### src/hdl/bsr_fifo.sv
module bsr_fifo #(
	parameter int WIDTH = 8,
	parameter int DEPTH = 4
) (
	input  logic                         clk,
	input  logic                         arst_n,
	input  logic                         push,
	input  logic [WIDTH-1:0]             wdata,
	output logic                         full,
	input  logic                         pop,
	output logic [WIDTH-1:0]             rdata,
	output logic                         empty,
	output logic [$clog2(DEPTH+1)-1:0]   count
);

	localparam int PW = (DEPTH > 1) ? $clog2(DEPTH) : 1;
	localparam int CW = $clog2(DEPTH+1);

	logic [WIDTH-1:0] mem_q [DEPTH];
	logic [PW-1:0]    wr_ptr_q;
	logic [PW-1:0]    rd_ptr_q;
	logic [CW-1:0]    count_q;
	logic             do_push;
	logic             do_pop;

	assign full    = (count_q == CW'(DEPTH));
	assign empty   = (count_q == '0);
	assign count   = count_q;
	assign rdata   = mem_q[rd_ptr_q];
	assign do_push = push && !full;
	assign do_pop  = pop && !empty;

	// Store the incoming request
	always_ff @(posedge clk) begin
		if (do_push) begin
			mem_q[wr_ptr_q] <= wdata;
		end
	end

	// Advance pointers and count
	always_ff @(posedge clk or negedge arst_n) begin
		if (!arst_n) begin
			wr_ptr_q <= '0;
			rd_ptr_q <= '0;
			count_q  <= '0;
		end else begin
			if (do_push) begin
				wr_ptr_q <= (wr_ptr_q == PW'(DEPTH-1)) ? '0 : wr_ptr_q + PW'(1);
			end
			if (do_pop) begin
				rd_ptr_q <= (rd_ptr_q == PW'(DEPTH-1)) ? '0 : rd_ptr_q + PW'(1);
			end
			if (do_push && !do_pop) begin
				count_q <= count_q + CW'(1);
			end else if (do_pop && !do_push) begin
				count_q <= count_q - CW'(1);
			end
		end
	end

endmodule

### config.mk
export PLATFORM = sky130hd
export DESIGN_NAME = bsr_fifo
export DESIGN_NICKNAME = d
export VERILOG_FILES = /design/src/hdl/bsr_fifo.sv
export SDC_FILE = /design/constraint.sdc
export NUM_CORES = 1
export LEC_CHECK = 0
export ABC_AREA = 1
export BUFFER_PORTS_ARGS = -buffer_cell sky130_fd_sc_hd__buf_2
export CELL_PAD_IN_SITES_DETAIL_PLACEMENT = 2
export CELL_PAD_IN_SITES_GLOBAL_PLACEMENT = 2
export CORE_MARGIN = 3
export CORE_UTILIZATION = 30
export CTS_CLUSTER_DIAMETER = 150
export DETAILED_ROUTE_END_ITERATION = 10
export PLACE_DENSITY_LB_ADDON = 0.1
export SLEW_MARGIN = 0
export SYNTH_ARGS = -nofsm -noshare
export SYNTH_HDL_FRONTEND = slang
export SYNTH_SLANG_ARGS = --single-unit
### constraint.sdc
create_clock -name clk -period 1.8 [get_ports clk]
set_input_delay 0.09 -clock clk [delete_from_list [all_inputs] [get_ports clk]]
set_output_delay 0.09 -clock clk [all_outputs]
set_load 0.02 [all_outputs]
==> results of run 1 <==
-- logic make-up (layout without fill, tap and decap cells) --
group	after synthesis	after routing
and+or+nand+nor	53	53
DFF	39	39
buffers and inverters	37	78
AOI/OAI and AO/OA	17	17
adders and majority gates	7	7
xor gates and xnor gates	1	1
-- power breakdown --
part	leakage, nW	switching (mW)	internal [mW]
clock	0.0556	0.299	0.406
combinational	0.531	1.04	0.586
sequential	0.376	0.113	1.22
total	0.962	1.45	2.21
-- area by class of cell --
| cell class | count | area, µm² | share of cell area (%) |
|---|---|---|---|
| Multi-Input combinational cell | 78 | 464 | 21.6 |
| Clock inverter | 3 | 38.8 | 1.80 |
| Tap cell | 72 | 90.1 | 4.19 |
| Inverter | 32 | 120 | 5.58 |
| Timing Repair Buffer | 38 | 230 | 10.7 |
| Clock buffer | 5 | 68.8 | 3.20 |
| Sequential cell | 39 | 1140 | 52.9 |
-- worst max path at each step --
stage             start       end  slack, ps  cells after the start
2_1_floorplan  count[1]  count[1]         30                      9
3_3_place_gp   count[2]  count[2]        100                     10
3_5_place_dp   count[0]  count[2]        -30                     10
4_1_cts        count[1]  count[1]         40                      9
5_1_grt        count[0]  count[1]        0.5                      9
6_report       count[0]  count[1]         90                      9
-- sequential cells by signal (all words and copies together), names as in the netlist --
| name | count |
|---|---|
| wr_ptr_q | 2 |
| count | 3 |
| mem_q | 32 |
| rd_ptr_q | 2 |
-- worst register-to-register path, cell delays in order, from the launching register on --
cell and delay, ps:
dfrtp_2 420, inv_2 80, nand3_2 100, nand2_2 80, inv_1 40, ha_2 180, inv_1 90, fa_2 440
nand2_1 70, o21ai_0 80
-- repair_timing --
item                                    CTS  global route
hold buffers                              1             1
endpoints found under the setup margin    1             2
gates cloned                              0             0
gates resized for setup                   3             4
buffers inserted                          2             1
hold endpoints to repair                  7             4
-- synth_stat cells --
library cell  instances  area, µm²
buf_6                 5       56.3
dfrtp_1               7        175
edfxtp_1             32        961
fa_1                  1       20.0
ha_1                  6       75.1
inv_1                31        116
inv_2                 1       3.75
nand2_1              38        143
nand2_2               1       6.26
nand3_1               7       35.0
nand4_1               1       6.26
nor2_1                6       22.5
o211ai_1             15        113
o211ai_2              1       12.5
o21ai_0               1       5.00
xnor2_1               1       8.76
-- stage by stage --
step                hold WS [ps]  area, µm²  total power [mW]  TNS [ps]  util (%)
finish                      23.4       2150              3.66         0      38.6
global route                7.04       2150              3.98         0      38.6
CTS                         2.16       2120              3.71         0      38.1
detailed placement         -50.1       1980              2.94     -27.9      35.6
global placement           -61.5       1980              2.81         0      35.6
floorplan                   -206       1760              2.42         0         -
-- metal layers --
metal	global-route usage, %	part of all wire, %	vias up
met3	3.69	3.5	4
met2	25.2	56	19
met4	5.88	1.1	0
met1	15.3	40	630
met5	0	0	-
li1	-	-	583
==> results.sh, run 1 <==
export IMPL_r2r_start="count[0]"
export IMPL_hold_violations=0
export IMPL_setup_ws_ps=88.2
export IMPL_yosys_area_share_xor_xnor_pct=0.498
export IMPL_ys_seq_area_share_pct=64.6
export IMPL_cp_max_fo=2
export IMPL_fillers=611
export IMPL_r2r_end="count[1]"
export IMPL_die_x_um=82.6
export IMPL_p_leak_nw=0.962
export IMPL_drc=0
export IMPL_synth_mux_area_share_pct=0
export IMPL_fin_nets=213
export IMPL_grt_overflow=0
export IMPL_crit_family="adder cells"
export IMPL_first_iter_violations=57
export IMPL_routedWlPerCell_um=15.9
export IMPL_drv_slew=0
export IMPL_synth_simple_gate_area_share_pct=12.1
export IMPL_portBuffers=24
export IMPL_crit_top_cell="inv_1"
export IMPL_vias=1236
export IMPL_synth_fa_ha_area_share_pct=5.41
export IMPL_synthCells=154
export IMPL_place_congestion=0.772
export IMPL_synth_cell_types=16
export IMPL_grt_pass1_wl_um=6730
export IMPL_hold_start="wdata[2]"
export IMPL_num_antenna_cells=0
export IMPL_layout_common_cells="37 x nand2_1, 32 x edfxtp_1, 29 x inv_1"
export IMPL_fin_crit_sh_pct=95.1
export IMPL_start_util_pct=31.6
export IMPL_setup_viol=0
export IMPL_cp_arrival_ps=1880
export IMPL_syn_num_nets=173
export IMPL_synth_top_family_by_area="simple AND/OR/NAND/NOR gates"
export IMPL_status="finished, final reports clean"
export IMPL_max_clock_path_buffers=2
export IMPL_cts_sinks=39
export IMPL_max_cap_viol_count=0
export IMPL_powerDensity_nw_per_um2=1700
export IMPL_clkLatencyLatePin_ps=290
export IMPL_grt_use_total_pct=14.0
export IMPL_avgViaCountPerCell=4.63
export IMPL_holdPathEnd="mem_q[0][2]"
export IMPL_placed_cells=254
export IMPL_htreeDepth=2
export IMPL_num_rows=27
export IMPL_syn_to_final_growth_pct=22.3
export IMPL_yosys_warnings=0
export IMPL_ys_ff_latch=39
export IMPL_end_kind="flop"
export IMPL_layout_min_cycle_time_ps=1710
export IMPL_hpwl_um=3150
export IMPL_r2r_slack_ps=90
export IMPL_syn_area_um2=1760
export IMPL_crit_slowest_cell="fa_2"
export IMPL_ir_worst_vdd_v=0.000665
export IMPL_wl_um=4250
export IMPL_antenna_found_initial=0
export IMPL_cp_slowest_stage_delay_ps=440
export IMPL_worstMarginPinSlew_ps=312
export IMPL_final_common_cell="nand2_1"
export IMPL_core_um2=5570
export IMPL_fin_skew_ps=7.93
export IMPL_dieArea_um2=6820
export IMPL_hold_depth=1
export IMPL_cts_buffers=5
export IMPL_grt_start_max_net_pins=33
export IMPL_final_cells=267
export IMPL_crit_buf_inv=3
export IMPL_syn_avg_cell_area_um2=11.4
export IMPL_max_freq_ghz=0.584
export IMPL_crit_type="reg2reg"
export IMPL_rsz0062_at_grt="no"
export IMPL_clock_root_buffer="clkbuf_8"
export IMPL_final_antenna_net_count=0
export IMPL_first_pass_iters=4
export IMPL_reg2regPathDepth=9
export IMPL_cp_data_required_time_ps=1970
export IMPL_place_ws_ps=-27.9
export IMPL_slew_headroom_pct=79.2
export IMPL_die_h_um=82.6
export IMPL_grt_pass1_vias=1344
export IMPL_clkTransAtPathRegs_ps=70
export IMPL_cp_start_kind="flop"
export IMPL_cp_cell_sequence="inv_2 > nand3_2 > nand2_2 > inv_1 > ha_2 > inv_1 > fa_2 > nand2_1 > o21ai_0"
export IMPL_hold_path_class="in2reg"
export IMPL_layout_drive_gt1_share_pct=28.2
export IMPL_synth_compound_gate_area_share_pct=7.40
export IMPL_io_pin_count=25
export IMPL_cts_tree="done"
Note: power is estimated with default switching activity, not from simulation.
==> inputs of run 2 (changes only) <==
REMOVE_ABC_BUFFERS = 1   (was unset)
==> run 2 against run 1 <==
Against the previous run:
- combinational power is 4% higher
- first-iteration DRC count is 28% higher
- power increased by 5.7%
- worst setup slack got worse by 0.67 ps
- critical path depth is 1 higher
- critical path type unchanged
- largest cell class unchanged
- largest power group unchanged
==> results.sh, run 2 (synthesis gave the netlist of run 1 again) <==
export IMPL_cp_data_required_time_ps=1980
export IMPL_cp_slowest_stage_delay_ps=440
export IMPL_final_core_util_pct=39.7
export IMPL_fin_crit_sh_pct=95.1
export IMPL_powerDensity_nw_per_um2=1750
export IMPL_p_leak_nw=0.991
export IMPL_core_um2=5570
export IMPL_syn_to_final_growth_pct=25.7
export IMPL_first_pass_iters=4
export IMPL_clkLatencyLatePin_ps=290
export IMPL_hold_violations=0
export IMPL_cts_sinks=39
export IMPL_cp_cell_sequence="inv_2 > nand3_2 > nand2_2 > ha_4 > inv_2 > fa_2 > nand2_2 > nand3_1 > nand2_1 > nand2_1"
export IMPL_highest_layer="met4"
export IMPL_crit_slowest_cell="dfrtp_1"
export IMPL_cp_max_fo=4
export IMPL_start_util_pct=31.6
export IMPL_final_antenna_net_count=0
export IMPL_fillers=595
export IMPL_cp_arrival_ps=1900
export IMPL_hold_path_class="in2reg"
export IMPL_crit_family="adder cells"
export IMPL_antenna_found_initial=0
export IMPL_drc=0
export IMPL_regMostFlops="mem_q"
export IMPL_fin_skew_ps=7.88
export IMPL_crit_buf_inv=2
export IMPL_die_x_um=82.6
export IMPL_grt_start_max_net_pins=21
export IMPL_max_cap_viol_count=0
export IMPL_cp_start_kind="flop"
export IMPL_portBuffers=24
export IMPL_grt_pass1_vias=1380
export IMPL_grt_pass1_wl_um=6530
export IMPL_slew_headroom_pct=78.1
export IMPL_layout_drive_gt1_share_pct=29.8
export IMPL_worstMarginPinSlew_ps=329
export IMPL_num_antenna_cells=0
export IMPL_routedWlPerCell_um=15.1
export IMPL_crit_type="reg2reg"
export IMPL_dieArea_um2=6820
export IMPL_end_kind="flop"
export IMPL_layout_common_cells="35 x nand2_1, 32 x edfxtp_1, 28 x inv_1"
export IMPL_clkTransAtPathRegs_ps=80
export IMPL_cts_tree="done"
export IMPL_largest_register_ff_count=32
export IMPL_status="finished, final reports clean"
export IMPL_num_rows=27
export IMPL_grt_overflow=0
export IMPL_cts_buffers=5
export IMPL_final_area_um2=2210
export IMPL_htreeDepth=2
export IMPL_routed_wl_met2_um=2320
export IMPL_avgViaCountPerCell=4.56
export IMPL_ir_worst_vdd_v=0.000696
export IMPL_first_iter_violations=73
export IMPL_p_total_mw=3.87
export IMPL_clock_root_buffer="clkbuf_8"
export IMPL_wl_um=4070
export IMPL_final_common_cell="nand2_1"
export IMPL_wirelength_met1_um=1530
export IMPL_setup_viol=0
export IMPL_drv_slew=0
export IMPL_placedInstanceArea_um2=2000
export IMPL_fin_nets=216
export IMPL_place_congestion=0.772
export IMPL_vias=1231
export IMPL_grt_use_total_pct=13.1
export IMPL_io_pin_count=25
export IMPL_layout_min_cycle_time_ps=1710
export IMPL_route_met3_wl_um=154
export IMPL_hpwl_um=2980
export IMPL_max_clock_path_buffers=2
export IMPL_max_freq_ghz=0.584
export IMPL_die_h_um=82.6
-- run 2: changes by cell type in the layout (fill, tap and decap cells not counted), moves of 2 or more --
| cell | before | now |
|---|---|---|
| nand2_1 | 37 | 35 |
| dfrtp_1 | 5 | 7 |
| dfrtp_2 | 2 | 0 |
| nand2_2 | 2 | 4 |
| buf_4 | 12 | 15 |
-- run 2: path summary, 6_finish.rpt --
| kind | startpoint | end | slack [ps] | depth (start not counted) |
|---|---|---|---|---|
| max | count[2] | count[2] | 90 | 10 |
| min | wdata[4] | mem_q[0][4] | 20 | 1 |
| max reg2reg | count[2] | count[2] | 90 | 10 |
| min reg2reg | wr_ptr_q[1] | wr_ptr_q[1] | 540 | 2 |
| max in group asynchronous | arst_n | rd_ptr_q[0] | 1470 | 2 |
| min in group asynchronous | arst_n | wr_ptr_q[1] | 160 | 2 |
-- run 2: cell type report --
| cell class | instances | area (µm²) | share of cell area (%) |
|---|---|---|---|
| Clock buffer | 6 | 72.6 | 3.28 |
| Tap cell | 72 | 90.1 | 4.07 |
| Clock inverter | 2 | 60.1 | 2.72 |
| Timing Repair Buffer | 41 | 253 | 11.4 |
| Multi-Input combinational cell | 78 | 479 | 21.7 |
| Sequential cell | 39 | 1140 | 51.4 |
| Inverter | 32 | 120 | 5.43 |
-- run 2: stage by stage --
stage / hold slack (ps) / TNS, ps / std cells / setup WS (ps)
after floorplan: -206 / -21.8 / 149 / -18.1
after global placement: -60.9 / 0 / 256 / 109
after detailed placement: -58.8 / -55.8 / 256 / -55.8
after CTS: 4.89 / 0 / 268 / 44.4
after global routing: 12.0 / -19.8 / 270 / -19.0
final: 21.8 / 0 / 270 / 87.5
-- run 2: routing by layer --
layer,track usage (%),vias to the layer above
met2,25.2,20
met3,3.69,8
li1,-,589
met5,0,-
met1,13.3,614
met4,4.90,0
-- run 2: timing repair --
item / CTS / global route
hold buffers: 2 / 0
endpoints found under the hold margin: 11 / 0
setup endpoints to repair: 2 / 2
setup buffers: 2 / 2
pin swaps: 1 / 2
gates resized for setup: 3 / 8
-- run 2: report_power, final --
part	total [mW]	switching (mW)	internal (mW)	leakage (nW)
clock	0.853	0.299	0.554	0.0654
sequential	1.33	0.114	1.21	0.378
combinational	1.69	1.05	0.641	0.547
total	3.87	1.46	2.41	0.991
-- run 2: worst reg2reg max path, cell delays in order, from the launching register on --
cell,delay [ps]
dfrtp_1,440
inv_2,110
nand3_2,100
nand2_2,100
ha_4,150
inv_2,50
fa_2,370
nand2_2,90
nand3_1,80
nand2_1,70
nand2_1,50
