### src/hdl/bsr_pkg.sv
package bsr_pkg;

	// Field and register widths
	localparam int CFG_W = 9;
	localparam int BS_W  = 3;
	localparam int CNT_W = 17;
	localparam int VAL_W = 32;

	// Parameter defaults
	localparam int MAX_ROWS_DEF  = 256;
	localparam int MAX_COLS_DEF  = 256;
	localparam int MAX_BLOCK_DEF = 4;

	// Queue depths
	localparam int CMD_DEPTH = 4;
	localparam int RES_DEPTH = 4;

	// Register reset values
	localparam logic [CFG_W-1:0] RESET_ROW_COUNT    = 9'd256;
	localparam logic [CFG_W-1:0] RESET_COLUMN_COUNT = 9'd256;
	localparam logic [BS_W-1:0]  RESET_BLOCK_SIZE   = 3'd2;

	// Register indexes
	localparam logic [1:0] REG_ROW_COUNT    = 2'd0;
	localparam logic [1:0] REG_COLUMN_COUNT = 2'd1;
	localparam logic [1:0] REG_BLOCK_SIZE   = 2'd2;

	// Result kinds
	typedef enum logic [1:0] {
		KIND_PTR = 2'd0,
		KIND_COL = 2'd1,
		KIND_VAL = 2'd2
	} kind_t;

	// Work for the back end, one entry per element that makes results
	typedef struct packed {
		logic             has_start;
		logic [CNT_W-1:0] start_cnt;
		logic             has_block;
		logic [CFG_W-1:0] blk_col;
		logic [CFG_W-1:0] col0;
		logic             has_end;
		logic [CNT_W-1:0] end_cnt;
	} cmd_t;

	typedef struct packed {
		kind_t            kind;
		logic [CNT_W-1:0] pos;
		logic [VAL_W-1:0] value;
		logic             last;
	} result_t;

endpackage

### src/hdl/bsr_fifo.sv
module bsr_fifo #(
	parameter int WIDTH = 8,
	parameter int DEPTH = 4
) (
	input  logic                         clk,
	input  logic                         arst_n,
	input  logic                         push,
	input  logic [WIDTH-1:0]             wdata,
	output logic                         full,
	input  logic                         pop,
	output logic [WIDTH-1:0]             rdata,
	output logic                         empty,
	output logic [$clog2(DEPTH+1)-1:0]   count
);

	localparam int PW = (DEPTH > 1) ? $clog2(DEPTH) : 1;
	localparam int CW = $clog2(DEPTH+1);

	logic [WIDTH-1:0] mem_q [DEPTH];
	logic [PW-1:0]    wr_ptr_q;
	logic [PW-1:0]    rd_ptr_q;
	logic [CW-1:0]    count_q;
	logic             do_push;
	logic             do_pop;

	assign full    = (count_q == CW'(DEPTH));
	assign empty   = (count_q == '0);
	assign count   = count_q;
	assign rdata   = mem_q[rd_ptr_q];
	assign do_push = push && !full;
	assign do_pop  = pop && !empty;

	// Store the incoming request
	always_ff @(posedge clk) begin
		if (do_push) begin
			mem_q[wr_ptr_q] <= wdata;
		end
	end

	// Advance pointers and count
	always_ff @(posedge clk or negedge arst_n) begin
		if (!arst_n) begin
			wr_ptr_q <= '0;
			rd_ptr_q <= '0;
			count_q  <= '0;
		end else begin
			if (do_push) begin
				wr_ptr_q <= (wr_ptr_q == PW'(DEPTH-1)) ? '0 : wr_ptr_q + PW'(1);
			end
			if (do_pop) begin
				rd_ptr_q <= (rd_ptr_q == PW'(DEPTH-1)) ? '0 : rd_ptr_q + PW'(1);
			end
			if (do_push && !do_pop) begin
				count_q <= count_q + CW'(1);
			end else if (do_pop && !do_push) begin
				count_q <= count_q - CW'(1);
			end
		end
	end

endmodule

### src/hdl/bsr_back.sv
module bsr_back #(
	parameter int MAX_COLS = bsr_pkg::MAX_COLS_DEF,
	parameter int ADDR_W   = 10
) (
	input  logic                        clk,
	input  logic                        arst_n,
	input  logic [bsr_pkg::BS_W-1:0]    bs,
	input  bsr_pkg::cmd_t               cmd,
	input  logic                        cmd_empty,
	output logic                        cmd_pop,
	output logic                        ram_re,
	output logic [ADDR_W-1:0]           ram_raddr,
	input  logic [bsr_pkg::VAL_W-1:0]   ram_rdata,
	output logic                        blk_read_done,
	output bsr_pkg::result_t            res,
	output logic                        res_empty,
	input  logic                        res_pop
);

	localparam int CW  = bsr_pkg::CFG_W;
	localparam int BW  = bsr_pkg::BS_W;
	localparam int NW  = bsr_pkg::CNT_W;
	localparam int RCW = $clog2(bsr_pkg::RES_DEPTH + 1);

	typedef enum logic [2:0] {
		ST_IDLE,
		ST_START,
		ST_COL,
		ST_VAL,
		ST_END
	} state_t;

	state_t            state_q;
	bsr_pkg::cmd_t     cmd_q;
	logic [BW-1:0]     i_q;
	logic [BW-1:0]     j_q;
	logic [ADDR_W-1:0] rowoff_q;
	logic [CW-1:0]     col_q;

	logic                 v_s1;
	bsr_pkg::kind_t       kind_s1;
	logic [NW-1:0]        pos_s1;
	logic                 last_s1;
	logic                 isval_s1;

	logic                 room;
	logic                 emit;
	logic                 vlast;
	bsr_pkg::kind_t       e_kind;
	logic [NW-1:0]        e_pos;
	logic                 e_last;
	logic [RCW-1:0]       res_cnt;
	bsr_pkg::result_t     res_in;
	logic [$bits(bsr_pkg::result_t)-1:0] res_bits;

	// Pick the next result of the current request
	always_comb begin
		room    = (32'(res_cnt) + 32'(v_s1)) < bsr_pkg::RES_DEPTH;
		emit    = room && (state_q != ST_IDLE);
		vlast   = (i_q == bs - BW'(1)) && (j_q == bs - BW'(1));
		cmd_pop = (state_q == ST_IDLE) && !cmd_empty;
		e_kind  = bsr_pkg::KIND_PTR;
		e_pos   = '0;
		e_last  = 1'b0;
		case (state_q)
			ST_START: begin
				e_pos  = cmd_q.start_cnt;
				e_last = !cmd_q.has_block && !cmd_q.has_end;
			end
			ST_COL: begin
				e_kind = bsr_pkg::KIND_COL;
				e_pos  = NW'(cmd_q.blk_col);
			end
			ST_VAL: begin
				e_kind = bsr_pkg::KIND_VAL;
				e_last = vlast && !cmd_q.has_end;
			end
			ST_END: begin
				e_pos  = cmd_q.end_cnt;
				e_last = 1'b1;
			end
			default: begin
				e_kind = bsr_pkg::KIND_PTR;
			end
		endcase
		ram_re        = emit && (state_q == ST_VAL);
		ram_raddr     = rowoff_q + ADDR_W'(col_q);
		blk_read_done = ram_re && vlast;
	end

	// Sequence the request and register each result with the store read
	always_ff @(posedge clk or negedge arst_n) begin
		if (!arst_n) begin
			state_q <= ST_IDLE;
			v_s1    <= 1'b0;
		end else begin
			v_s1     <= emit;
			kind_s1  <= e_kind;
			pos_s1   <= e_pos;
			last_s1  <= e_last;
			isval_s1 <= (state_q == ST_VAL);
			case (state_q)
				ST_IDLE: begin
					if (cmd_pop) begin
						cmd_q <= cmd;
						if (cmd.has_start) begin
							state_q <= ST_START;
						end else if (cmd.has_block) begin
							state_q <= ST_COL;
						end else begin
							state_q <= ST_END;
						end
					end
				end
				ST_START: begin
					if (emit) begin
						if (cmd_q.has_block) begin
							state_q <= ST_COL;
						end else if (cmd_q.has_end) begin
							state_q <= ST_END;
						end else begin
							state_q <= ST_IDLE;
						end
					end
				end
				ST_COL: begin
					if (emit) begin
						state_q  <= ST_VAL;
						i_q      <= '0;
						j_q      <= '0;
						rowoff_q <= '0;
						col_q    <= cmd_q.col0;
					end
				end
				ST_VAL: begin
					if (emit) begin
						if (j_q == bs - BW'(1)) begin
							j_q   <= '0;
							col_q <= cmd_q.col0;
							if (i_q == bs - BW'(1)) begin
								state_q <= cmd_q.has_end ? ST_END : ST_IDLE;
							end else begin
								i_q      <= i_q + BW'(1);
								rowoff_q <= rowoff_q + ADDR_W'(MAX_COLS);
							end
						end else begin
							j_q   <= j_q + BW'(1);
							col_q <= col_q + CW'(1);
						end
					end
				end
				ST_END: begin
					if (emit) begin
						state_q <= ST_IDLE;
					end
				end
				default: begin
					state_q <= ST_IDLE;
				end
			endcase
		end
	end

	// Join the store data and queue the result
	always_comb begin
		res_in.kind  = kind_s1;
		res_in.pos   = pos_s1;
		res_in.value = isval_s1 ? ram_rdata : '0;
		res_in.last  = last_s1;
	end

	bsr_fifo #(
		.WIDTH ($bits(bsr_pkg::result_t)),
		.DEPTH (bsr_pkg::RES_DEPTH)
	) u_res_fifo (
		.clk    (clk),
		.arst_n (arst_n),
		.push   (v_s1),
		.wdata  (res_in),
		.full   (),
		.pop    (res_pop),
		.rdata  (res_bits),
		.empty  (res_empty),
		.count  (res_cnt)
	);

	assign res = bsr_pkg::result_t'(res_bits);

endmodule

### config.mk
export PLATFORM = sky130hd
export DESIGN_NAME = bsr_back
export DESIGN_NICKNAME = d
export VERILOG_FILES = /design/src/hdl/bsr_pkg.sv /design/src/hdl/bsr_fifo.sv /design/src/hdl/bsr_back.sv
export SDC_FILE = /design/constraint.sdc
export NUM_CORES = 1
export LEC_CHECK = 0
export ABC_CLOCK_PERIOD_IN_PS = 2550
export BUFFER_PORTS_ARGS = -buffer_cell sky130_fd_sc_hd__clkbuf_2
export CAP_MARGIN = 15
export CORE_UTILIZATION = 51
export CTS_BUF_LIST = sky130_fd_sc_hd__clkbuf_4
export CTS_CLUSTER_SIZE = 25
export DETAILED_ROUTE_END_ITERATION = 7
export GPL_ROUTABILITY_DRIVEN = 0
export PLACE_DENSITY_LB_ADDON = 0.12
export SLEW_MARGIN = 20
export SYNTH_ARGS = -nofsm -noshare
export SYNTH_HDL_FRONTEND = slang
export SYNTH_HIERARCHICAL = 1
export SYNTH_SLANG_ARGS = --single-unit
### constraint.sdc
create_clock -name clk -period 2.55 [get_ports clk]
set_clock_uncertainty 0.15 [all_clocks]
set_input_delay 0.1275 -clock clk [delete_from_list [all_inputs] [get_ports clk]]
set_output_delay 0.1275 -clock clk [all_outputs]
set_load 0.02 [all_outputs]
==> results of run 1 <==
[cell families after synthesis]
group	Yosys count
buffers and inverters	45
muxes	60
AOI/OAI and AO/OA	51
DFF	311
and+or+nand+nor	117
xor gates and xnor gates	21
adders and majority gates	12
[stage by stage]
stage          cells  worst slack, ns  instance area (um2)
6_report        1361          0.07298                15770
5_1_grt         1361         -0.04134                15770
4_1_cts         1355         0.004799                15720
3_5_place_dp    1088           0.3309                13460
3_3_place_gp    1087           0.5155                13440
2_1_floorplan    617           0.2572                12150
[repair_timing]
action	4_1_cts	5_1_grt
gates resized for setup	1	4
setup endpoints to repair	42	14
hold endpoints to repair	288	0
pin swaps	0	0
cloned	0	0
hold buffers	129	0
buffers inserted	1	5
[worst paths after layout]
check,endpoint,depth (start not counted)
max in group asynchronous,u_res_fifo/rd_ptr_q[1],4
min in group asynchronous,state_q[0],4
min reg2reg,u_res_fifo/mem_q[3][45],0
min,cmd_q[13],2
max reg2reg,state_q[2],6
max,blk_read_done,9
[power by group through the flow]
stage	clock network, uW	registers (uW)	logic, uW
2_1_floorplan	0	7480	3920
4_1_cts	4050	7720	5690
3_3_place_gp	0	7790	5330
6_report	3900	7690	5670
5_1_grt	4280	7810	6140
3_5_place_dp	0	7850	5420
[cells in the mapped netlist (3+ instances only)]
cell type / count
a21oi_1: 6
a22oi_1: 17
and2_1: 40
and3_1: 5
buf_2: 10
buf_4: 15
clkbuf_1: 9
dfrtp_1: 11
edfxtp_1: 300
ha_1: 11
inv_1: 9
mux2_2: 3
mux4_2: 52
nand2_1: 16
nand2b_1: 3
nand3_1: 5
nor2_1: 30
nor2b_1: 5
nor3_1: 5
o21ai_0: 11
xnor2_1: 11
xor2_1: 9
[placed cells by master (no fill, tap or decap), types with 2 or more instances in the layout]
cell           synthesis  final
and2_2                 0      4
nor2b_1                5      5
and2_1                40     35
mux4_2                52     52
nand2b_1               3      3
nor3b_2                2      2
nor3_1                 5      5
ha_1                  11     11
nand3_1                5      5
a22oi_1               17     17
dlygate4sd3_1          0    129
clkbuf_4               0    116
buf_4                 15     25
dfrtp_2                0      2
and3_1                 5      4
a21oi_1                6      6
edfxtp_1             300    300
nand2_1               16     16
inv_2                  0      4
clkinv_2               0      3
xnor2_1               11     11
nor3b_1                2      2
clkbuf_2               0    159
o21ai_0               11     11
dfrtp_1               11      7
dfrtp_4                0      2
buf_12                 0      8
clkinv_1               0     14
mux2_2                 3      3
o22ai_1                2      2
mux2i_1                2      2
xor2_1                 9      9
buf_8                  0      2
inv_1                  9      9
mux2_4                 2      2
nor2_1                30     30
[metal layers]
| layer | up-vias | share of wire (%) |
|---|---|---|
| li1 | 3225 | - |
| met1 | 3399 | 41 |
| met2 | 209 | 52 |
| met3 | 36 | 5.1 |
| met4 | 0 | 1.6 |
| met5 | - | 0 |
[layout make-up]
| class | instances | area share (%) |
|---|---|---|
| antenna | 1 | 0.01587 |
| clock buffer | 116 | 5.522 |
| clock inverter | 21 | 0.5237 |
| inverter | 9 | 0.2142 |
| multi-input combinational | 261 | 16.62 |
| sequential | 311 | 58.94 |
| tap | 319 | 2.531 |
| timing repair buffer | 323 | 15.63 |
[registers in the layout, summed over array words and instances, names as in the netlist]
register and flops:
v_s1 1, isval_s1 1, u_res_fifo/count 3, u_res_fifo/wr_ptr_q 2
pos_s1 17, j_q 3, kind_s1 2, u_res_fifo/mem_q 208
col_q 9, i_q 3, state_q 3, rowoff_q 2
last_s1 1, u_res_fifo/rd_ptr_q 2, cmd_q 54
==> qor.yml, run 1 <==
routing:
  wl_um: 23230
  dr.pass1.iters: 4
  detail-route-antenna-nets: 0
  viasPerCell: 5.047
  drc: 0
  vias: 6869
  wl_per_cell_um: 17.07
  detail_route.iter0.violations: 333
yosys:
  synth.area.top_cells: "edfxtp_1 (74%), mux4_2 (9.7%), dfrtp_1 (2.3%)"
  synth-simple-area-share_pct: 5.116
  synth.area.mux_share_pct: 10.44
  ys_types: 50
  yosysSeqAreaShare_pct: 76.53
  synthCells: 617
  syn-cell-area_um2: 12130
  synth_enable_flop_cells: 300
  synth_seq_cells: 311
  synth_warnings: 6
  synth-compound-area-share_pct: 2.970
  synth_nets: 723
  synth_top_cell_by_area: "edfxtp_1"
  synth_top_area_share_pct: 74.26
  synthArstFlopShare_pct: 3.537
  yosys.area_share.adder_pct: 1.300
  synthFlopType: "edfxtp_1"
  synth_top_family_by_area: "multiplexers"
  synth_xor_area_share_pct: 1.630
  syn_avg_cell_area_um2: 19.66
finish:
  seq_area_um2: 9294
  area_growth_pct: 29.98
  nNetsFinal: 1091
  fillers: 1706
  multi_input_area_um2: 2621
  final_util_pct: 67.38
  drive_gt1_share_pct: 37.66
timing:
  setup_tns_ns: 0
  rsz0062_at_grt: "yes"
  fmax_ghz: 0.4037
  min_period_over_period_pct: 97.14
  finalWorstPathRequiredPeriod_ns: 2.477
  worst_pin_slew_ns: 0.6133
  finalMaxSlewViolations: 0
  setup_viol: 0
  timing.slew.headroom_pct: 59.03
  hold_slack_ns: 0.07159
  hold_viol_final: 0
global_routing:
  grt_max_degree: 55
  grt_pass1_vias: 7371
  grt.overflow.total: 0
  busiest_layer: "met2"
  gr-usage-met2_pct: 35.08
  antenna_found_initial: 1
  use_met1_pct: 24.07
  grt_use_met3_pct: 4.736
  grtUsageTotal_pct: 19.99
  grt_pass1_wl_um: 36940
floorplanning:
  start_util_pct: 51.84
  die_area_um2: 24410
  ios: 160
  core_area_um2: 23400
  fp.dieH_um: 156.2
  chipWidth_um: 156.2
  row_count: 56
worst_hold_path:
  hold_start: "cmd[13]"
  hp-class: "input pin to flop"
clock_network:
  cts.path.max_buffers: 3
  cts_buffers: 79
  clock_sinks: 311
  root_buffer: "clkbuf_4"
  htree_num_levels: 3
  insertion_delay_ns: 0.64
  cts_tree: "done"
  cts.reportedPaths.clkPinSlew_ns: 0.07
placed_design:
  io_buffers: 159
  hpwl_um: 14010
worst_setup_path:
  end_kind: "output pin"
  regToRegStartpoint: "state_q[1]"
  max_stage_delay_ns: 0.52
  setup.worst_path.class: "input pin to output pin"
  startpoint: "bs[0]"
  crit_fanout: 5
  cp.required_ns: 2.27
  start_kind: "input pin"
  crit_buf_inv: 4
  slowest_stage: "dlygate4sd3_1"
  critPathArrivalTime_ns: 2.20
  r2r_setup_slack_ns: 0.24
  cpLargestDelayFamily: "buffers and inverters"
  cp_common_cell: "clkbuf_2"
  path_cells: "dlygate4sd3_1 > clkbuf_2 > inv_1 > ha_1 > xnor2_1 > mux2i_1 > and3_4 > and2_1 > clkbuf_2"
power_and_ir_drop:
  power_switching_uw: 5563
  comb_power_share_pct: 32.8
  ir_worst_vdd_v: 0.0005259
  totalPowerFinal_uw: 17260
  p_int_uw: 11700
  seqPwrFrac_pct: 44.6
  p_sw_share_pct: 32.23
  pwr-share-clk_pct: 22.6
  leakage_uw: 0.005853
  powerDensity_nw_per_um2: 1095
outcome:
  status: "complete, no violations"
job:
  maxCapViolations: 0
Power figures use the tool's default switching activity.
==> inputs of run 2 (changes only) <==
--- a/config.mk
+++ b/config.mk
@@ -13,7 +13,7 @@
 export CTS_CLUSTER_SIZE = 25
 export DETAILED_ROUTE_END_ITERATION = 7
 export GPL_ROUTABILITY_DRIVEN = 0
-export PLACE_DENSITY_LB_ADDON = 0.12
+export PLACE_DENSITY = 0.75
 export SLEW_MARGIN = 20
 export SYNTH_ARGS = -nofsm -noshare
 export SYNTH_HDL_FRONTEND = slang
==> qor.yml, run 2 (same netlist as run 1, synthesis figures left out) <==
finish:
  nNetsFinal: 1060  # -2.8%
  area_growth_pct: 27.67
  diodes: 0  # -1
  largest_reg_flops: 208  # unchanged
  final_common_cell: "edfxtp_1"
  drive_gt1_share_pct: 37.75  # +0.093 points
  final_cell_mix: "edfxtp_1 (300), clkbuf_2 (159), clkbuf_4 (109), dlygate4sd3_1 (106), mux4_2 (52)"
  regMostFlops: "u_res_fifo/mem_q"
  reg.largest.list: "u_res_fifo/mem_q: 208 flops, cmd_q: 54 flops, pos_s1: 17 flops"
routing:
  dr.pass1.iters: 5  # +1
  detail-route-antenna-nets: 0  # unchanged
  viasPerCell: 5.125  # +1.5%
  wl_um: 23060  # -0.73%
  wl_per_cell_um: 17.43  # +2.1%
  vias: 6780  # -1.3%
  drc: 0  # unchanged
  detail_route.iter0.violations: 305  # -8.4%
timing:
  setup_viol: 0  # unchanged
  timing.slew.headroom_pct: 33.77  # -25 points
  hold_viol_final: 0  # unchanged
  worst_pin_slew_ns: 0.9935  # +0.3803 ns
  finalMaxSlewViolations: 0  # unchanged
  rsz0062_at_grt: "no"
  fmax_ghz: 0.4053  # +0.40%
  finalWorstPathRequiredPeriod_ns: 2.467  # -0.009790 ns
  setup_tns_ns: 0  # unchanged
  min_period_over_period_pct: 96.75  # -0.38 points
floorplanning:
  fp.dieH_um: 156.2  # unchanged
  ios: 160  # unchanged
  chipWidth_um: 156.2  # unchanged
  die_area_um2: 24410  # unchanged
  core_area_um2: 23400  # unchanged
  start_util_pct: 51.84  # unchanged
  row_count: 56  # unchanged
global_routing:
  antenna_found_initial: 0  # -1
  grt_pass1_wl_um: 36690  # -0.65%
  grt_max_degree: 55  # unchanged
  grt_pass1_vias: 7398  # +0.37%
  grt.overflow.total: 0  # unchanged
  grtUsageTotal_pct: 19.91  # -0.081 points
placed_design:
  hpwl_um: 13690  # -2.3%
  io_buffers: 159  # unchanged
worst_setup_path:
  r2r-end: "state_q[2]"
  start_kind: "flop"
  setup.worst_path.class: "flop to flop"
  slowest_stage: "dlygate4sd3_1"
  critPathArrivalTime_ns: 2.89  # +0.69 ns
  path_cells: "buf_4 > nor2_1 > mux2_2 > o32ai_1 > dlygate4sd3_1 > o21a_1"
  max_stage_delay_ns: 0.60  # +0.08 ns
  regToRegStartpoint: "state_q[0]"
  cp.required_ns: 2.98  # +0.71 ns
  crit_fanout: 16  # +11
  r2r_setup_slack_ns: 0.08  # -0.16 ns
  end_kind: "flop"
  reg2reg_depth: 6  # unchanged
clock_network:
  clock_sinks: 311  # unchanged
  cts.path.max_buffers: 3  # unchanged
  insertion_delay_ns: 0.65  # about the same
  root_buffer: "clkbuf_4"
  htree_num_levels: 3  # unchanged
  cts_tree: "done"
  cts_buffers: 77  # -2.5%
  cts.reportedPaths.clkPinSlew_ns: 0.07  # about the same
power_and_ir_drop:
  totalPowerFinal_uw: 17270  # about the same
  ir_worst_vdd_v: 0.0005447  # +3.6%
  leakage_uw: 0.005720  # -2.3%
  powerDensity_nw_per_um2: 1115  # +1.9%
worst_hold_path:
  hold_start: "cmd[40]"
  hp-class: "input pin to flop"
  hold_depth: 2  # unchanged
  hold-path-endpoint: "cmd_q[40]"
job:
  maxCapViolations: 0  # unchanged
outcome:
  status: "complete, no violations"
==> run 2: critical path: cells and delay by family (launching register included) <==
kind            cells  cell delay [ns]
compound gates      2             0.35
simple gates        1             0.23
flops               1             0.48
mux                 1             0.37
buf+inv             2             0.84
==> run 2: final cells by class <==
type | instances | area (um2)
fill | 1620 | 7914
sequential | 311 | 9290
tap | 319 | 399.1
inverter | 9 | 33.78
clock inverter | 20 | 131.4
multi-input combinational | 261 | 2625
timing repair buffer | 294 | 2191
clock buffer | 109 | 818.3
==> run 2: repair_timing <==
action,in CTS,in global routing
hold buffers,106,0
setup endpoints to repair,36,2
buffers inserted,4,2
pin swaps,0,1
gates resized for setup,0,3
hold endpoints to repair,288,0
==> run 2: worst max-delay path by stage <==
stage	from	to	slack (ns)	depth (start not counted)
global placement	u_res_fifo/count[0]	u_res_fifo/count[2]	0.41	7
global route	state_q[0]	state_q[2]	0.01	6
floorplan	state_q[0]	cmd_q[0]	0.26	3
finish	state_q[0]	state_q[2]	0.08	6
CTS	bs[0]	blk_read_done	0.04	9
detailed placement	u_res_fifo/count[0]	u_res_fifo/count[2]	0.30	7
==> run 2: power breakdown <==
| group | internal [uW] | switching [uW] | total, uW |
|---|---|---|---|
| registers | 7090 | 580 | 7660 |
| clock network | 2160 | 1820 | 3980 |
| logic | 2470 | 3150 | 5620 |
==> run 2: per-layer routing <==
metal  track usage [%]  part of all wire, %  vias up  routed length, um
met5                 0                    0        -                  0
met3             4.929                  7.6       37               1757
met4             7.937                  1.6        0                372
met2             33.93                   50      300              11630
met1             24.47                   40     3279               9303
li1                  -                    -     3164                  -
==> run 2: per-stage QoR <==
step | setup slack (ns) | hold WS, ns | util, % | std cells | cell area, um2
after floorplan | 0.2572 | -0.3181 | - | 617 | 12150
after global placement | 0.4104 | 0.09913 | 57.34 | 1082 | 13420
after detailed placement | 0.3003 | 0.1071 | 57.34 | 1082 | 13420
after CTS | 0.04064 | 0.0001715 | 66.08 | 1321 | 15460
after global routing | 0.01034 | 0.003048 | 66.18 | 1323 | 15490
final | 0.08277 | 0.05533 | 66.18 | 1323 | 15490
==> inputs of run 3 (changes only) <==
--- a/config.mk
+++ b/config.mk
@@ -5,6 +5,7 @@
 export SDC_FILE = /design/constraint.sdc
 export NUM_CORES = 1
 export LEC_CHECK = 0
+export ABC_AREA = 1
 export ABC_CLOCK_PERIOD_IN_PS = 2550
 export BUFFER_PORTS_ARGS = -buffer_cell sky130_fd_sc_hd__clkbuf_2
 export CAP_MARGIN = 15
@@ -12,8 +13,7 @@
 export CTS_BUF_LIST = sky130_fd_sc_hd__clkbuf_4
 export CTS_CLUSTER_SIZE = 25
 export DETAILED_ROUTE_END_ITERATION = 7
-export GPL_ROUTABILITY_DRIVEN = 0
-export PLACE_DENSITY = 0.75
+export PLACE_DENSITY = 0.74
 export SLEW_MARGIN = 20
 export SYNTH_ARGS = -nofsm -noshare
 export SYNTH_HDL_FRONTEND = slang
==> qor.yml, run 3 <==
outcome:
  status: "complete, no violations"
global_routing:
  grtUsageTotal_pct: 21.07  # +1.2 points
  grt.overflow.total: 0  # unchanged
  grt_pass1_wl_um: 42600  # +16%
  antenna_found_initial: 1  # +1
  grt_pass1_vias: 9013  # +22%
  grt_max_degree: 81  # +47%
clock_network:
  cts.path.max_buffers: 3  # unchanged
  htree_num_levels: 3  # unchanged
  clock_sinks: 311  # unchanged
  cts_buffers: 77  # unchanged
  cts_tree: "done"
  root_buffer: "clkbuf_4"
  cts.reportedPaths.clkPinSlew_ns: 0.06  # about the same
  insertion_delay_ns: 0.67  # +0.02 ns
power_and_ir_drop:
  p_int_uw: 10840  # -7.5%
  ir_worst_vdd_v: 0.0005028  # -7.7%
  pwr-share-clk_pct: 23.1  # about the same
  leakage_uw: 0.007016  # +23%
  power_switching_uw: 6193  # +12%
  p_sw_share_pct: 36.36  # +4.2 points
  comb_power_share_pct: 34.4  # +1.9 points
  seqPwrFrac_pct: 42.5  # -1.9 points
  powerDensity_nw_per_um2: 1037  # -7.0%
  totalPowerFinal_uw: 17030  # -1.4%
placed_design:
  io_buffers: 159  # unchanged
  hpwl_um: 14860  # +8.5%
  place_congestion: 0.8337
timing:
  timing.slew.headroom_pct: 65.11  # +31 points
  setup_viol: 0  # unchanged
  finalMaxSlewViolations: 0  # unchanged
  fmax_ghz: 0.4145  # +2.3%
  worst_pin_slew_ns: 0.5194  # -0.4741 ns
  rsz0062_at_grt: "no"
  min_period_over_period_pct: 94.62  # -2.1 points
  hold_viol_final: 0  # unchanged
  finalWorstPathRequiredPeriod_ns: 2.413  # -0.05450 ns
routing:
  vias: 8619  # +27%
  drc: 0  # unchanged
  detail_route.iter0.violations: 463  # +52%
  viasPerCell: 4.908  # -4.2%
  route.met3.wl_um: 1513  # -14%
  dr.pass1.iters: 5  # unchanged
  m1WireLength_um: 10380  # +12%
  top_layer_used: "met4"
  wl_um: 26320  # +14%
  wl_per_cell_um: 14.99  # -14%
  wl_met2_um: 13860  # +19%
  detail-route-antenna-nets: 0  # unchanged
worst_setup_path:
  critPathArrivalTime_ns: 2.14  # -0.75 ns
  end_kind: "output pin"
  setup.worst_path.class: "flop to output pin"
  start_kind: "flop"
  crit_fanout: 8  # -8
  cp_common_cell: "inv_2"
  path_cells: "inv_2 > nand2_2 > nor2_4 > inv_2 > nor4_4 > buf_4"
  slowest_stage: "dfrtp_1"
  cp.required_ns: 2.27  # -0.71 ns
  max_stage_delay_ns: 0.40  # -0.20 ns
finish:
  fillers: 1835  # +13%
  final_common_cell: "edfxtp_1"
  seq_area_um2: 9289  # about the same
  largest_reg_flops: 208  # unchanged
  nNetsFinal: 1495  # +41%
  final_util_pct: 66.74  # +0.56 points
  reg.largest.list: "u_res_fifo/mem_q: 208 flops, cmd_q: 54 flops, pos_s1: 17 flops"
  multi_input_area_um2: 2704  # +3.0%
  area_growth_pct: 27.18
  regMostFlops: "u_res_fifo/mem_q"
  final_cell_mix: "edfxtp_1 (300), nand2_1 (280), inv_1 (176), clkbuf_2 (158), dlygate4sd3_1 (134)"
  drive_gt1_share_pct: 22.71  # -15 points
yosys:
  synth_nets: 1151  # +59%
  synthCells: 1045  # +69%
  syn_avg_cell_area_um2: 12.36  # -37%
  synth_warnings: 6  # unchanged
  syn-cell-area_um2: 12910  # +6.4%
job:
  maxCapViolations: 0  # unchanged
floorplanning:
  start_util_pct: 52.48  # +0.64 points
  die_area_um2: 25960  # +6.4%
  ios: 160  # unchanged
  chipWidth_um: 161.1  # +3.1%
  core_area_um2: 24600  # +5.1%
  row_count: 57  # +1.8%
  fp.dieH_um: 161.1  # +3.1%
worst_hold_path:
  hp-class: "input pin to flop"
## run 3: worst paths after layout
| check | slack (ns) | cells past startpoint | start | to |
|---|---|---|---|---|
| worst max-delay path | 0.14 | 6 | state_q[2] | blk_read_done |
| worst min-delay path | 0.06 | 2 | cmd[53] | cmd_q[53] |
| worst max register to register | 0.40 | 7 | state_q[2] | state_q[0] |
| worst min register to register | 0.34 | 0 | pos_s1[12] | u_res_fifo/mem_q[2][45] |
| max in group asynchronous | 1.37 | 4 | arst_n | u_res_fifo/rd_ptr_q[0] |
| min in group asynchronous | 0.54 | 4 | arst_n | u_res_fifo/count[2] |
## run 3: per-stage QoR
step	instance area (um2)	instances	hold WS, ns	TNS [ns]	setup slack, ns
2_1_floorplan	12930	1045	-0.3181	-30.76	-0.1417
3_3_place_gp	14130	1498	0.1273	0	0.4656
3_5_place_dp	14130	1498	0.1251	0	0.3944
4_1_cts	16380	1753	0.003271	0	0.03254
5_1_grt	16420	1756	0.01476	0	0.004844
6_report	16420	1756	0.05517	0	0.1373
## run 3: metal layers
metal,vias to the layer above,global-route usage [%]
met5,-,0
met4,0,8.748
met3,49,5.239
met2,282,38.19
met1,4013,23.58
li1,4275,-
## run 3: power groups by stage
stage          combinational (uW)  clock, uW  sequential (uW)
3_3_place_gp                 5460          0             7350
6_report                     5860       3930             7240
2_1_floorplan                3920          0             7200
4_1_cts                      5860       4030             7260
5_1_grt                      6450       4330             7320
3_5_place_dp                 5590          0             7410
## run 3: what timing repair did
action                     CTS  global route
resized for setup            0             4
hold endpoints to repair   280             1
setup buffers                1             1
hold buffers               133             1
setup endpoints to repair   28            26
## run 3: layout make-up
cell class | count | share of cell area [%]
sequential | 311 | 56.56
multi-input combinational | 500 | 16.46
timing repair buffer | 315 | 14.74
clock buffer | 105 | 4.800
inverter | 184 | 4.206
tap | 324 | 2.469
clock inverter | 16 | 0.7467
antenna | 1 | 0.01524
## run 3: worst max-delay path, delay by kind of cell, from the launching register on
family | cells | cell delay [ns]
AND/OR/NAND/NOR | 3 | 0.63
flip-flops | 1 | 0.40
buffers and inverters | 3 | 0.47
